<file path="src/design/dcac_pkg.sv">
// ----------------------------------------------------------------------------
// dcac_pkg: shared types and constants of the airtime credit block
// Operation and mode codes, register map, datapath widths and reset values.
// ----------------------------------------------------------------------------
`default_nettype none

package dcac_pkg;

    // Operation codes carried on s_tuser.
    typedef enum logic [1:0] {
        OP_INIT    = 2'd0,
        OP_SEND    = 2'd1,
        OP_PROMOTE = 2'd2,
        OP_NONE    = 2'd3
    } op_t;

    // Radio modes.
    typedef enum logic [1:0] {
        MODE_OFFLINE   = 2'd0,
        MODE_END_NODE  = 2'd1,
        MODE_GATEWAY   = 2'd2,
        MODE_SUSPENDED = 2'd3
    } mode_t;

    // Register indexes (byte address is four times the index).
    localparam int unsigned ADDR_W   = 5;
    localparam int unsigned REG_IX_W = 3;
    localparam logic [REG_IX_W-1:0] REG_SF       = 3'd0;
    localparam logic [REG_IX_W-1:0] REG_PREAMBLE = 3'd1;
    localparam logic [REG_IX_W-1:0] REG_CR       = 3'd2;
    localparam logic [REG_IX_W-1:0] REG_CRC      = 3'd3;
    localparam logic [REG_IX_W-1:0] REG_IMPLICIT = 3'd4;

    // Register reset values.
    localparam logic [3:0]  SF_RESET       = 4'd7;
    localparam logic [15:0] PREAMBLE_RESET = 16'd10;
    localparam logic [3:0]  CR_RESET       = 4'd5;
    localparam logic        CRC_RESET      = 1'b1;
    localparam logic        IMPLICIT_RESET = 1'b0;

    // Datapath widths.
    localparam int unsigned NUM_W    = 21;  // signed symbol-count numerator
    localparam int unsigned DVD_W    = 20;  // numerator magnitude, quotient
    localparam int unsigned DVS_W    = 6;   // 4*sf
    localparam int unsigned MPLR_W   = 4;   // coding denominator
    localparam int unsigned PROD_W   = DVD_W + MPLR_W;
    localparam int unsigned SYM_W    = 28;  // signed symbol count times four
    localparam int unsigned AIR_W    = 42;  // time on air before reporting
    localparam int unsigned TEN_W    = 36;  // ten times the elapsed ms
    localparam int unsigned DELTA_W  = 44;  // signed credit change
    localparam int unsigned OUT_CR_W = 40;  // reported credit width

    localparam logic signed [31:0] GATE_FLOOR_US = -32'sd1000000;

endpackage : dcac_pkg

`default_nettype wire

</file>
<file path="src/design/dcac_div.sv">
// ----------------------------------------------------------------------------
// dcac_div: bit-serial restoring divider
// Produces one quotient bit per cycle of an unsigned dividend by a small divisor.
// ----------------------------------------------------------------------------
`default_nettype none

module dcac_div (
    input  wire                           aclk,
    input  wire                           aresetn,
    input  wire                           start,
    input  wire  [dcac_pkg::DVD_W-1:0]    dividend,
    input  wire  [dcac_pkg::DVS_W-1:0]    divisor,
    output logic                          done,
    output logic [dcac_pkg::DVD_W-1:0]    quotient
);

    localparam int unsigned CNT_W = $clog2(dcac_pkg::DVD_W);

    logic [dcac_pkg::DVD_W-1:0] dvd_reg, dvd_next;
    logic [dcac_pkg::DVS_W-1:0] dvs_reg;
    logic [dcac_pkg::DVS_W-1:0] rem_reg, rem_next;
    logic [CNT_W-1:0]           cnt_reg;
    logic                       busy_reg;
    logic                       done_reg;
    logic [dcac_pkg::DVS_W:0]   trial;
    logic                       fits;

    // The dividend shifts out at the top while quotient bits enter at the bottom.
    always_comb begin
        trial    = {rem_reg, dvd_reg[dcac_pkg::DVD_W-1]};
        fits     = (trial >= {1'b0, dvs_reg});
        rem_next = fits ? dcac_pkg::DVS_W'(trial - {1'b0, dvs_reg})
                        : dcac_pkg::DVS_W'(trial);
        dvd_next = {dvd_reg[dcac_pkg::DVD_W-2:0], fits};
    end

    always_ff @(posedge aclk) begin
        if (!aresetn) begin
            busy_reg <= 1'b0;
            done_reg <= 1'b0;
            cnt_reg  <= '0;
        end else begin
            done_reg <= 1'b0;
            if (start) begin
                busy_reg <= 1'b1;
                cnt_reg  <= '0;
            end else if (busy_reg) begin
                cnt_reg <= cnt_reg + 1'b1;
                if (cnt_reg == CNT_W'(dcac_pkg::DVD_W - 1)) begin
                    busy_reg <= 1'b0;
                    done_reg <= 1'b1;
                end
            end
        end
    end

    always_ff @(posedge aclk) begin
        if (start) begin
            dvd_reg <= dividend;
            dvs_reg <= divisor;
            rem_reg <= '0;
        end else if (busy_reg) begin
            dvd_reg <= dvd_next;
            rem_reg <= rem_next;
        end
    end

    assign done     = done_reg;
    assign quotient = dvd_reg;

endmodule : dcac_div

`default_nettype wire

</file>
<file path="src/design/dcac_mul.sv">
// ----------------------------------------------------------------------------
// dcac_mul: bit-serial shift-add multiplier
// Multiplies the quotient by the coding denominator, one multiplier bit a cycle.
// ----------------------------------------------------------------------------
`default_nettype none

module dcac_mul (
    input  wire                           aclk,
    input  wire                           aresetn,
    input  wire                           start,
    input  wire  [dcac_pkg::DVD_W-1:0]    multiplicand,
    input  wire  [dcac_pkg::MPLR_W-1:0]   multiplier,
    output logic                          done,
    output logic [dcac_pkg::PROD_W-1:0]   product
);

    localparam int unsigned CNT_W = $clog2(dcac_pkg::MPLR_W);

    logic [dcac_pkg::PROD_W-1:0] mc_reg;
    logic [dcac_pkg::PROD_W-1:0] acc_reg;
    logic [dcac_pkg::MPLR_W-1:0] mp_reg;
    logic [CNT_W-1:0]            cnt_reg;
    logic                        busy_reg;
    logic                        done_reg;

    always_ff @(posedge aclk) begin
        if (!aresetn) begin
            busy_reg <= 1'b0;
            done_reg <= 1'b0;
            cnt_reg  <= '0;
        end else begin
            done_reg <= 1'b0;
            if (start) begin
                busy_reg <= 1'b1;
                cnt_reg  <= '0;
            end else if (busy_reg) begin
                cnt_reg <= cnt_reg + 1'b1;
                if (cnt_reg == CNT_W'(dcac_pkg::MPLR_W - 1)) begin
                    busy_reg <= 1'b0;
                    done_reg <= 1'b1;
                end
            end
        end
    end

    always_ff @(posedge aclk) begin
        if (start) begin
            mc_reg  <= dcac_pkg::PROD_W'(multiplicand);
            mp_reg  <= multiplier;
            acc_reg <= '0;
        end else if (busy_reg) begin
            if (mp_reg[0]) begin
                acc_reg <= acc_reg + mc_reg;
            end
            mc_reg <= {mc_reg[dcac_pkg::PROD_W-2:0], 1'b0};
            mp_reg <= {1'b0, mp_reg[dcac_pkg::MPLR_W-1:1]};
        end
    end

    assign done    = done_reg;
    assign product = acc_reg;

endmodule : dcac_mul

`default_nettype wire

</file>
<file path="src/design/duty_cycle_airtime_credit_top.sv">
// ----------------------------------------------------------------------------
// duty_cycle_airtime_credit_top: radio transmit-time credit and mode keeper
// Charges packet time on air against a credit that earns 1% of elapsed time.
// ----------------------------------------------------------------------------
//
// Channel  Direction  Ports                         Contents
// s_       in         s_tvalid/s_tready/s_tdata     now_ms, payload_length, radio_ok
//                     s_tuser                       operation
// m_       out        m_tvalid/m_tready/m_tdata     granted, mode, credit_us,
//                                                   airtime_us, credit_negative,
//                                                   too_long
// apb      in/out     psel/penable/pwrite/paddr/... five configuration registers
//
// An item that charges the credit passes these steps after acceptance: the
// numerator of the symbol count goes through a 20-step restoring divider,
// one quotient bit per cycle; the quotient is handed on to a 4-step
// shift-add multiply, and the product is registered; then the shift by the
// spreading factor, the credit change, the saturating add and the result
// each have a state of their own. The next item is taken only once the
// result is written. Other items go from acceptance straight to the result
// state. Reset is synchronous and active low; it sets the registers to their
// defaults, the mode to offline and the credit to zero.
// A stalled result stays in the output register while the next item is taken;
// only the final write of that next item waits for the register to free up.
//
`default_nettype none

module duty_cycle_airtime_credit_top #(
    parameter int unsigned MAX_PAYLOAD = 256,
    parameter int unsigned CREDIT_BITS = 40
) (
    input  wire                          aclk,
    input  wire                          aresetn,
    // Input channel.
    input  wire                          s_tvalid,
    output logic                         s_tready,
    input  wire  [55:0]                  s_tdata,  // now_ms[31:0], payload_length[47:32],
                                                   // radio_ok[48], zero fill [55:49]
    input  wire  [1:0]                   s_tuser,  // operation[1:0]
    // Result channel.
    output logic                         m_tvalid,
    input  wire                          m_tready,
    output logic [79:0]                  m_tdata,  // granted[0], mode[2:1],
                                                   // credit_us[42:3], airtime_us[74:43],
                                                   // credit_negative[75], too_long[76],
                                                   // zero fill [79:77]
    // Configuration port.
    input  wire                          psel,
    input  wire                          penable,
    input  wire                          pwrite,
    input  wire  [dcac_pkg::ADDR_W-1:0]  paddr,
    input  wire  [31:0]                  pwdata,
    output logic [31:0]                  prdata,
    output logic                         pready
);

    // Widths that follow from the credit width.
    localparam int unsigned SUM_W =
        ((CREDIT_BITS > dcac_pkg::DELTA_W) ? CREDIT_BITS : dcac_pkg::DELTA_W) + 1;
    localparam int unsigned CW =
        (CREDIT_BITS > dcac_pkg::OUT_CR_W) ? CREDIT_BITS : dcac_pkg::OUT_CR_W;

    localparam logic signed [SUM_W-1:0] CR_HI =
        {{(SUM_W-CREDIT_BITS+1){1'b0}}, {(CREDIT_BITS-1){1'b1}}};
    localparam logic signed [SUM_W-1:0] CR_LO = ~CR_HI;
    localparam logic signed [CW-1:0] OUT_HI =
        {{(CW-dcac_pkg::OUT_CR_W+1){1'b0}}, {(dcac_pkg::OUT_CR_W-1){1'b1}}};
    localparam logic signed [CW-1:0] OUT_LO = ~OUT_HI;
    localparam logic signed [CREDIT_BITS-1:0] FLOOR =
        CREDIT_BITS'(dcac_pkg::GATE_FLOOR_US);

    // Sequencer states.
    typedef enum logic [6:0] {
        ST_IDLE = 7'b0000001,
        ST_DIV  = 7'b0000010,
        ST_MUL  = 7'b0000100,
        ST_AIR  = 7'b0001000,
        ST_DLT  = 7'b0010000,
        ST_UPD  = 7'b0100000,
        ST_FIN  = 7'b1000000
    } state_t;

    state_t state_reg;

    // Configuration registers.
    logic [3:0]  sf_reg;
    logic [15:0] pre_reg;
    logic [3:0]  cr_reg;
    logic        crc_reg;
    logic        imp_reg;

    // Block state.
    dcac_pkg::mode_t                 mode_reg;
    logic signed [CREDIT_BITS-1:0]   credit_reg;
    logic [31:0]                     last_reg;

    // Item registers.
    dcac_pkg::op_t                   op_reg;
    logic [31:0]                     now_reg;
    logic                            ok_reg;
    logic                            len_ok_reg;
    logic                            charge_reg;
    logic                            qneg_reg;
    logic                            dzero_reg;
    logic [dcac_pkg::PROD_W-1:0]     prod_reg;
    logic [dcac_pkg::AIR_W-1:0]      air_reg;
    logic [dcac_pkg::TEN_W-1:0]      ten_reg;
    logic signed [dcac_pkg::DELTA_W-1:0] delta_reg;

    // Output register.
    logic        m_tvalid_reg;
    logic [79:0] m_tdata_reg;

    // Input fields.
    logic [31:0]       in_now;
    logic [15:0]       in_len;
    logic              in_ok;
    dcac_pkg::op_t     in_op;
    logic              accept;

    assign in_now = s_tdata[31:0];
    assign in_len = s_tdata[47:32];
    assign in_ok  = s_tdata[48];
    assign in_op  = dcac_pkg::op_t'(s_tuser);
    assign s_tready = (state_reg == ST_IDLE);
    assign accept   = s_tvalid && s_tready;

    // Decide at acceptance whether the item charges and for which length.
    logic        len_ok;
    logic        charge_now;
    logic [15:0] charge_len;

    always_comb begin
        len_ok     = ({16'b0, in_len} <= 32'(MAX_PAYLOAD));
        charge_now = 1'b0;
        charge_len = in_len;
        case (in_op)
            dcac_pkg::OP_SEND: begin
                charge_now = len_ok;
            end
            dcac_pkg::OP_PROMOTE: begin
                charge_now = (mode_reg == dcac_pkg::MODE_SUSPENDED);
                charge_len = '0;
            end
            default: begin
                charge_now = 1'b0;
            end
        endcase
    end

    // Numerator of the payload symbol count: 8*len - 4*sf + 28 + 16*crc - 20*implicit.
    logic signed [dcac_pkg::NUM_W-1:0] num;
    logic [dcac_pkg::DVD_W-1:0]        num_mag;
    logic [dcac_pkg::DVS_W-1:0]        den;

    always_comb begin
        num = $signed(dcac_pkg::NUM_W'({charge_len, 3'b000}))
            + $signed(dcac_pkg::NUM_W'(28))
            + $signed(dcac_pkg::NUM_W'(crc_reg ? 16 : 0))
            - $signed(dcac_pkg::NUM_W'({sf_reg, 2'b00}))
            - $signed(dcac_pkg::NUM_W'(imp_reg ? 20 : 0));
        num_mag = num[dcac_pkg::NUM_W-1] ? dcac_pkg::DVD_W'(-num)
                                         : dcac_pkg::DVD_W'(num);
        den = {sf_reg, 2'b00};
    end

    // Serial divider and multiplier.
    logic                          div_done;
    logic [dcac_pkg::DVD_W-1:0]    div_q;
    logic                          mul_done;
    logic [dcac_pkg::PROD_W-1:0]   mul_p;
    logic [dcac_pkg::DVD_W-1:0]    q_masked;

    // A zero divisor yields a zero quotient.
    assign q_masked = dzero_reg ? '0 : div_q;

    dcac_div u_div (
        .aclk     (aclk),
        .aresetn  (aresetn),
        .start    (accept && charge_now),
        .dividend (num_mag),
        .divisor  (den),
        .done     (div_done),
        .quotient (div_q)
    );

    dcac_mul u_mul (
        .aclk         (aclk),
        .aresetn      (aresetn),
        .start        (div_done),
        .multiplicand (q_masked),
        .multiplier   (cr_reg),
        .done         (mul_done),
        .product      (mul_p)
    );

    // Symbol count times four, clamped at zero, then scaled by 2^sf.
    logic signed [dcac_pkg::SYM_W-1:0] sym_base;
    logic signed [dcac_pkg::SYM_W-1:0] sym_fix;
    logic signed [dcac_pkg::SYM_W-1:0] sym;
    logic [dcac_pkg::SYM_W-2:0]        sym_pos;
    logic [31:0]                       elapsed;

    always_comb begin
        sym_base = $signed(dcac_pkg::SYM_W'({pre_reg, 2'b00}))
                 + $signed(dcac_pkg::SYM_W'(49))
                 + $signed(dcac_pkg::SYM_W'({cr_reg, 2'b00}));
        sym_fix  = $signed(dcac_pkg::SYM_W'({prod_reg, 2'b00}));
        sym      = qneg_reg ? (sym_base - sym_fix) : (sym_base + sym_fix);
        sym_pos  = sym[dcac_pkg::SYM_W-1] ? '0 : sym[dcac_pkg::SYM_W-2:0];
        elapsed  = now_reg - last_reg;
    end

    // Saturating credit update.
    logic signed [SUM_W-1:0] sum;
    logic signed [SUM_W-1:0] sum_sat;

    always_comb begin
        sum = SUM_W'(credit_reg) + SUM_W'(delta_reg);
        if (sum > CR_HI) begin
            sum_sat = CR_HI;
        end else if (sum < CR_LO) begin
            sum_sat = CR_LO;
        end else begin
            sum_sat = sum;
        end
    end

    // Result of the item, formed from the updated state.
    logic                              fin_granted;
    dcac_pkg::mode_t                   fin_mode;
    logic                              fin_too_long;
    logic [31:0]                       fin_air;
    logic                              fin_neg;
    logic signed [CW-1:0]              cr_wide;
    logic signed [CW-1:0]              cr_shown;

    always_comb begin
        fin_granted  = 1'b0;
        fin_mode     = mode_reg;
        fin_too_long = 1'b0;
        case (op_reg)
            dcac_pkg::OP_INIT: begin
                fin_granted = ok_reg;
                fin_mode    = ok_reg ? dcac_pkg::MODE_END_NODE : dcac_pkg::MODE_OFFLINE;
            end
            dcac_pkg::OP_SEND: begin
                fin_granted  = len_ok_reg;
                fin_too_long = !len_ok_reg;
            end
            dcac_pkg::OP_PROMOTE: begin
                case (mode_reg)
                    dcac_pkg::MODE_SUSPENDED: begin
                        if (credit_reg > 0) begin
                            fin_mode    = dcac_pkg::MODE_GATEWAY;
                            fin_granted = 1'b1;
                        end
                    end
                    dcac_pkg::MODE_GATEWAY: begin
                        if (credit_reg < FLOOR) begin
                            fin_mode = dcac_pkg::MODE_SUSPENDED;
                        end else begin
                            fin_granted = 1'b1;
                        end
                    end
                    dcac_pkg::MODE_OFFLINE: begin
                        if (ok_reg) begin
                            fin_mode    = dcac_pkg::MODE_GATEWAY;
                            fin_granted = 1'b1;
                        end
                    end
                    default: begin
                        fin_granted = 1'b0;
                    end
                endcase
            end
            default: begin
                fin_granted = 1'b0;
            end
        endcase

        // Reported airtime saturates at 32 bits; it is zero when nothing was charged.
        if (!charge_reg) begin
            fin_air = '0;
        end else if (|air_reg[dcac_pkg::AIR_W-1:32]) begin
            fin_air = '1;
        end else begin
            fin_air = air_reg[31:0];
        end
        fin_neg = charge_reg && credit_reg[CREDIT_BITS-1];

        cr_wide = CW'(credit_reg);
        if (cr_wide > OUT_HI) begin
            cr_shown = OUT_HI;
        end else if (cr_wide < OUT_LO) begin
            cr_shown = OUT_LO;
        end else begin
            cr_shown = cr_wide;
        end
    end

    logic out_free;
    assign out_free = !m_tvalid_reg || m_tready;

    // Sequencer and control state.
    always_ff @(posedge aclk) begin
        if (!aresetn) begin
            state_reg    <= ST_IDLE;
            mode_reg     <= dcac_pkg::MODE_OFFLINE;
            credit_reg   <= '0;
            last_reg     <= '0;
            m_tvalid_reg <= 1'b0;
        end else begin
            // The result register fills on the final step and empties when taken.
            if ((state_reg == ST_FIN) && out_free) begin
                m_tvalid_reg <= 1'b1;
            end else if (m_tready) begin
                m_tvalid_reg <= 1'b0;
            end
            case (state_reg)
                ST_IDLE: begin
                    if (accept) begin
                        state_reg <= charge_now ? ST_DIV : ST_FIN;
                    end
                end
                ST_DIV: begin
                    if (div_done) begin
                        state_reg <= ST_MUL;
                    end
                end
                ST_MUL: begin
                    if (mul_done) begin
                        state_reg <= ST_AIR;
                    end
                end
                ST_AIR: begin
                    state_reg <= ST_DLT;
                end
                ST_DLT: begin
                    state_reg <= ST_UPD;
                end
                ST_UPD: begin
                    credit_reg <= sum_sat[CREDIT_BITS-1:0];
                    last_reg   <= now_reg;
                    state_reg  <= ST_FIN;
                end
                ST_FIN: begin
                    if (out_free) begin
                        mode_reg  <= fin_mode;
                        state_reg <= ST_IDLE;
                    end
                end
                default: begin
                    state_reg <= ST_IDLE;
                end
            endcase
        end
    end

    // Item datapath registers.
    always_ff @(posedge aclk) begin
        if (accept) begin
            op_reg     <= in_op;
            now_reg    <= in_now;
            ok_reg     <= in_ok;
            len_ok_reg <= len_ok;
            charge_reg <= charge_now;
            qneg_reg   <= num[dcac_pkg::NUM_W-1];
            dzero_reg  <= (den == '0);
        end
        if (mul_done) begin
            prod_reg <= mul_p;
        end
        if (state_reg == ST_AIR) begin
            air_reg <= dcac_pkg::AIR_W'(sym_pos) << sf_reg;
            ten_reg <= dcac_pkg::TEN_W'({elapsed, 3'b000})
                     + dcac_pkg::TEN_W'({elapsed, 1'b0});
        end
        if (state_reg == ST_DLT) begin
            delta_reg <= $signed(dcac_pkg::DELTA_W'(ten_reg))
                       - $signed(dcac_pkg::DELTA_W'(air_reg));
        end
        if ((state_reg == ST_FIN) && out_free) begin
            m_tdata_reg <= {3'b000, fin_too_long, fin_neg, fin_air,
                            cr_shown[dcac_pkg::OUT_CR_W-1:0], fin_mode, fin_granted};
        end
    end

    assign m_tvalid = m_tvalid_reg;
    assign m_tdata  = m_tdata_reg;

    // Configuration port: writes land on the access cycle; reads are direct.
    logic                              cfg_we;
    logic [dcac_pkg::REG_IX_W-1:0]     cfg_ix;

    assign pready = 1'b1;
    assign cfg_we = psel && penable && pwrite && pready;
    assign cfg_ix = paddr[dcac_pkg::ADDR_W-1:2];

    always_ff @(posedge aclk) begin
        if (!aresetn) begin
            sf_reg  <= dcac_pkg::SF_RESET;
            pre_reg <= dcac_pkg::PREAMBLE_RESET;
            cr_reg  <= dcac_pkg::CR_RESET;
            crc_reg <= dcac_pkg::CRC_RESET;
            imp_reg <= dcac_pkg::IMPLICIT_RESET;
        end else if (cfg_we) begin
            case (cfg_ix)
                dcac_pkg::REG_SF:       sf_reg  <= pwdata[3:0];
                dcac_pkg::REG_PREAMBLE: pre_reg <= pwdata[15:0];
                dcac_pkg::REG_CR:       cr_reg  <= pwdata[3:0];
                dcac_pkg::REG_CRC:      crc_reg <= pwdata[0];
                dcac_pkg::REG_IMPLICIT: imp_reg <= pwdata[0];
                default: begin
                end
            endcase
        end
    end

    always_comb begin
        case (cfg_ix)
            dcac_pkg::REG_SF:       prdata = {28'b0, sf_reg};
            dcac_pkg::REG_PREAMBLE: prdata = {16'b0, pre_reg};
            dcac_pkg::REG_CR:       prdata = {28'b0, cr_reg};
            dcac_pkg::REG_CRC:      prdata = {31'b0, crc_reg};
            dcac_pkg::REG_IMPLICIT: prdata = {31'b0, imp_reg};
            default:                prdata = '0;
        endcase
    end

endmodule : duty_cycle_airtime_credit_top

`default_nettype wire

</file>
<file path="config.mk">
export PLATFORM = sky130hd
export DESIGN_NAME = duty_cycle_airtime_credit_top
export DESIGN_NICKNAME = d
export VERILOG_FILES = /design/src/design/dcac_pkg.sv /design/src/design/dcac_div.sv /design/src/design/dcac_mul.sv /design/src/design/duty_cycle_airtime_credit_top.sv
export SDC_FILE = /design/constraint.sdc
export NUM_CORES = 1
export LEC_CHECK = 0
export BUFFER_PORTS_ARGS = -buffer_cell sky130_fd_sc_hd__buf_2
export CORE_ASPECT_RATIO = 0.9
export CORE_MARGIN = 10
export CORE_UTILIZATION = 60
export CTS_CLUSTER_SIZE = 28
export DETAILED_ROUTE_END_ITERATION = 8
export GPL_TIMING_DRIVEN = 0
export MAX_ROUTING_LAYER = met4
export PLACE_DENSITY = 0.77
export RECOVER_POWER = 50
export SLEW_MARGIN = 0
export SYNTH_ARGS = -nofsm -noshare
export SYNTH_HDL_FRONTEND = slang
export SYNTH_HIERARCHICAL = 1
export SYNTH_SLANG_ARGS = --single-unit
</file>
<file path="constraint.sdc">
create_clock -name aclk -period 8.5 [get_ports aclk]
set_clock_uncertainty 0.1 [all_clocks]
set_input_delay 0.425 -clock aclk [delete_from_list [all_inputs] [get_ports aclk]]
set_output_delay 0.425 -clock aclk [all_outputs]
set_load 0.005 [all_outputs]
</file>
* Word level (Yosys, flattened, before mapping) *
Cells that the tools add are included.

storage, ports and cells
  flip-flop bits (word level) = 462
  bits of input ports = 102
  output and inout bits = 115

cells by class
  add/subtract/negate cells = 17
  magnitude comparators = 8
  equality and inequality tests = 23
  shift-type cells = 1
  mux-type cells = 47
  bitwise gates (word level) = 3
  reductions and logical operators = 29

operators with widths
  kind                  number
  $mux 20               6
  $mux 40               3
  $pmux 16 s5           1
  $pmux 7 s7            1
  $add 40x43->44        1
  $gt 44x40->1 const B  1
  $lt 44x40->1 const B  1
  $sub 36x42->43        1
  $shl 27x4->42         1
  $gt 40x1->1 const B   1
  $gt 40x40->1 const B  1
  $lt 40x21->1 const B  1
  $lt 40x40->1 const B  1
  $add 35x33->36        1
  $mux 7                5
  $mux 32               1
  $sub 32x32->32        1
  $mux 28               1
  $add 20x26->27        1
  $mux 27               1
  $sub 20x26->27        1
  $add 24x24->24        1
  $add 20x5->21         1
  $sub 21x6->21         1
  other kinds (48)      93

* Depth between registers and ports, before layout *
  word-level depth = 9
  gate-level depth with buffers = 24

* Modules after synthesis *
Netlist, hierarchy kept.

by module, submodules not included
  module                         instances  cells each  area each (um^2)  seq. area each (um^2)
  duty_cycle_airtime_credit_top  1          2942        26937.1           9969.6
  dcac_mul                       1          335         3369.5            1361.3
  dcac_div                       1          150         1885.6            1041.0

* Least setup slack after synthesis *
OpenSTA, ideal clock, no wires.

  path type = register -> register
  start = reg state_reg[3]
  end = reg state_reg[5]
  setup time = 0.086 ns
  arrival = 5.983 ns
  data required time = 8.314 ns
  path slack = 2.331 ns
  cell stages (with the launch flop) = 4
  buffers on the path = 0
  period minus slack after synthesis = 6.169 ns
  path through = dfxtp_1 or4_1 nor4b_1 and3_1

between the ends
  word-level cells in the longest chain between the ends = 4

RTL lines
  element                     RTL line                                                                    source
  start, declared             duty_cycle_airtime_credit_top.sv:83                                         state_t state_reg;
  start signal, assigned      duty_cycle_airtime_credit_top.sv:323                                        state_reg <= charge_now ? ST_DIV : ST_FIN;
  $eq 7x1->1                  duty_cycle_airtime_credit_top.sv:125, duty_cycle_airtime_credit_top.sv:320
  $logic_and 1x1->1           duty_cycle_airtime_credit_top.sv:126                                        assign accept = s_tvalid && s_tready;
  $ne 2x1->1 (no line)        --
  $reduce_and 4->1 (no line)  --

Parallel ways exist; a longest one is shown, timed or not.
A chain may end at the register's enable or synchronous reset.

* Worst setup path in the final report *
  start = reg sf_reg[1]
  end = reg u_div.dvd_reg, in the netlist u_div/quotient[18], data pin

RTL lines
  element                     RTL line                              source
  start, declared             duty_cycle_airtime_credit_top.sv:86   logic [3:0] sf_reg;
  start signal, assigned      duty_cycle_airtime_credit_top.sv:402  sf_reg <= dcac_pkg::SF_RESET;
  start signal, assigned      duty_cycle_airtime_credit_top.sv:409  dcac_pkg::REG_SF: sf_reg <= pwdata[3:0];
  $sub 21x7->21               duty_cycle_airtime_credit_top.sv:160  - $signed(dcac_pkg::NUM_W'({sf_reg, 2'b00}))
  $sub 21x6->21               duty_cycle_airtime_credit_top.sv:161  - $signed(dcac_pkg::NUM_W'(imp_reg ? 20 : 0));
  named net num, one bit      duty_cycle_airtime_credit_top.sv:152  logic signed [dcac_pkg::NUM_W-1:0] num;
  $mux 20                     duty_cycle_airtime_credit_top.sv:162  num_mag = num[dcac_pkg::NUM_W-1] ? dcac_pkg::DVD_W'(-num)
  named net num_mag, one bit  duty_cycle_airtime_credit_top.sv:153  logic [dcac_pkg::DVD_W-1:0] num_mag;
  $mux 20                     dcac_div.sv:58                        if (start) begin
  end signal, assigned        dcac_div.sv:59                        dvd_reg <= dividend;
  end signal, assigned        dcac_div.sv:63                        dvd_reg <= dvd_next;
  end, declared               dcac_div.sv:19                        logic [dcac_pkg::DVD_W-1:0] dvd_reg, dvd_next;

The timed path passes the listed nets, and every way through them passes these cells.

==> metrics.md <==
| Metric | Value |
|---|---|
| NetSw | 2.04 mW |
| Synth warn | 6 |
| Area Overhead vs Synth | 11.5% |
| Total grt overflow | 0 |
| PostCTS Resize Cnt | 0 |
| Netlist cell types | 120 |
| Setup crit start | sf_reg[1] |
| # setup viols final | 0 |
| CTS tree | built |
| Endpoints failing hold | 0 |
| FF-to-FF Start | sf_reg[1] |
| DR vias/cell | 5.98 |
| H-tree levels | 2 |
| Max reg flops | 77 |
| Slew at the pin closest to its max-slew limit | 3180 ps |
| CTS buffer count | 46 |
| Critical R2R Capture | u_div/quotient[18] |
| WP data required | 8720 ps |
| First-pass DRT Iterations | 6 |
| Most frequent cells in the layout | edfxtp_1 (310), nand2_1 (299), a21oi_1 (253), ha_1 (253), clkbuf_1 (242) |
| Hold Path Class | in2reg |
| Gr usage total | 27.2% |
| Min Tclk post-route | 6480 ps |
| Die W | 264 um |
| I/O pin count | 217 |
| Vias in the first global route | 24700 |
| Sw frac | 30.9% |
| Clock Sinks | 463 |
| Met2 usage in global routing | 40.9% |
| Reg clk slew, reported paths | 60 ps |
| Tot Pwr | 6.60 mW |
| Setup tns final | 0 ps |
| Status | finished, violations left |
| Die Ht | 240 um |
| Starting Density | 60.7% |
| Register area share after synthesis | 38.4% |
| Pins Over Slew Limit | 137 |
| Met1 global-route usage | 36.7% |
| Leakage Power | 14.1 nW |
| I/O Buffers | 171 |
| Maximum number of pins on one net before global-route repair | 78 |
| Critical Path Source Type | flop |
| P_int | 4.56 mW |
| Cell Area, Synth | 32200 um^2 |
| Clock share of power | 30.7% |
| Syn Area/Cell | 9.39 um^2 |
| Clock buffer depth | 3 |
| Setup crit end kind | flop |
| FF+latch count, synth | 463 |
| Post-layout net count | 4089 |
| Reg power frac | 40.0% |
| Root Driver | clkbuf_16 |
| RSZ-0062 raised after global routing | no |
| Placeable Area | 53100 um^2 |
| GR peak layer | met2 |
| Synth Instances | 3427 |
| Maximum fanout along the worst path | 10 |
| Period utilization | 76.2% |
| Top FF cell, synth | edfxtp_1 |
| Worst vdd ir | 0.172 mV |
| Finished Layout Cells | 4456 |
| Share of cells above drive strength 1 | 9.37% |
| Met3 Usage GRT | 5.60% |
| Drt first-iter violations | 2263 |
| Failing checks | max-capacitance violations, max-slew violations |
| First-pass GRT wire length | 135000 um |
| Max_slew headroom | -113% |
| Reg2reg setup slack | 2020 ps |
| Post-Route WL | 87000 um |
| DRT antenna net count | 0 |
| DRC Markers | 0 |
| Placed cells | 4325 |
| Wirelength per Cell | 19.5 um |
| Pwr/cell area | 184 nW/um^2 |
| Crit path DAT | 6690 ps |
| Worst-skew pair later-pin latency | 590 ps |
| Cell Rows | 80 |
| Most common cell after layout, fill and taps aside | edfxtp_1 |
| CP Capture Point | u_div/quotient[18] |
| Post-synth EDFFs | 310 |
| Max_cap viols | 3 |
| Initial antenna violation count | 3 |
| Max Freq | 0.154 GHz |
| Die area | 63300 um^2 |
| Logic pwr share | 29.3% |
| Async SR Flop Fraction | 0% |
| Crit path kind | reg2reg |
| Worst slack at placement | 2090 ps |
| Cells on worst reg2reg path | 19 |
| Via count | 26600 |
| Routability cong. | 0.976 |
| Placed wire-length estimate | 67900 um |
| Worst setup margin | 2020 ps |
==> cell type report <==
cell class | instances | area, um^2
clock inverters | 18 | 188
clock buffers | 66 | 1300
fillers | 4401 | 17200
flip-flops and latches | 463 | 12400
well taps | 697 | 872
diodes | 1 | 2.50
multi-input cells | 2577 | 18100
plain buffers | 205 | 968
repair buffers | 225 | 1280
inverters | 204 | 769
==> per-stage QoR <==
step                utilization, %  hold WS [ps]  cell area [um^2]
global placement              64.1           335             34000
detailed placement            64.3           347             34100
CTS                           68.0         0.249             36100
finish                        67.6          28.6             35900
global route                  67.6          20.2             35900
floorplan                        -           323             32300
==> metal layers <==
| metal | up-vias | share of wire [%] |
|---|---|---|
| met5 | - | 0 |
| met4 | 0 | 2.6 |
| met3 | 147 | 8.6 |
| met2 | 945 | 44 |
| met1 | 12500 | 45 |
| li1 | 13000 | - |
==> cells by family after synthesis <==
| family | after synthesis | share of synthesized area (%) |
|---|---|---|
| and+or+nand+nor | 983 | 15.3 |
| adders and majority gates | 265 | 10.6 |
| muxes | 106 | 3.83 |
| xor gates and xnor gates | 221 | 6.01 |
| DFF | 463 | 38.4 |
| AOI/OAI and AO/OA | 978 | 20.5 |
| other | 2 | 0.0233 |
| buffers and inverters | 409 | 5.39 |
==> power by group through the flow <==
stage	logic [mW]	clock network [mW]	registers, mW
after floorplan	1.45	0	2.67
after global placement	1.86	0	2.69
after detailed placement	1.90	0	2.68
after CTS	1.93	2.06	2.63
after global routing	2.15	2.15	2.64
final	1.93	2.03	2.64
==> worst max-delay path, stage by stage (launching register included) <==
cell and delay [ps]:
dfxtp_1 660, inv_1 260, clkbuf_1 340, clkbuf_1 450, fa_1 560, fa_1 520
ha_1 330, a21o_1 180, a221oi_1 430, a21oi_1 200, o211ai_1 220, a31oi_1 140
a21o_1 190, a21o_1 180, xnor2_1 170, inv_1 160, buf_1 390, o41ai_1 170
xor2_1 200, mux2_1 330
==> synthesized netlist by cell type (51+ instances only) <==
library cell,number,area share (%)
a21boi_0,54,1.3
xor2_1,66,1.8
a21o_1,78,1.8
o21ai_0,173,2.7
inv_1,197,2.3
nor3_1,52,0.81
clkbuf_1,134,1.6
nor2b_1,63,1.2
nand3_1,72,1.1
xnor2_1,155,4.2
nand2_1,299,3.5
o21a_1,82,1.9
a21oi_1,253,3.9
nand2b_1,51,0.99
nor2_1,207,2.4
ha_1,253,9.8
dfxtp_1,153,9.5
edfxtp_1,310,29
==> worst min-delay path by stage <==
stage	from	cells past startpoint	end	slack, ps
6_report	pwdata[2]	3	cr_reg[2]	30
3_3_place_gp	u_mul/product[23]	0	prod_reg[23]	340
4_1_cts	s_tvalid	2	state_reg[0]	0.2
3_5_place_dp	u_mul/product[23]	0	prod_reg[23]	350
5_1_grt	pwdata[2]	3	cr_reg[2]	20
2_1_floorplan	u_mul/product[23]	0	prod_reg[23]	320
==> what timing repair did <==
action | CTS | global route
hold endpoints to repair | 46 | 0
buffers inserted | 0 | 0
hold buffers | 46 | 0
(Power assumes the default switching activity.)
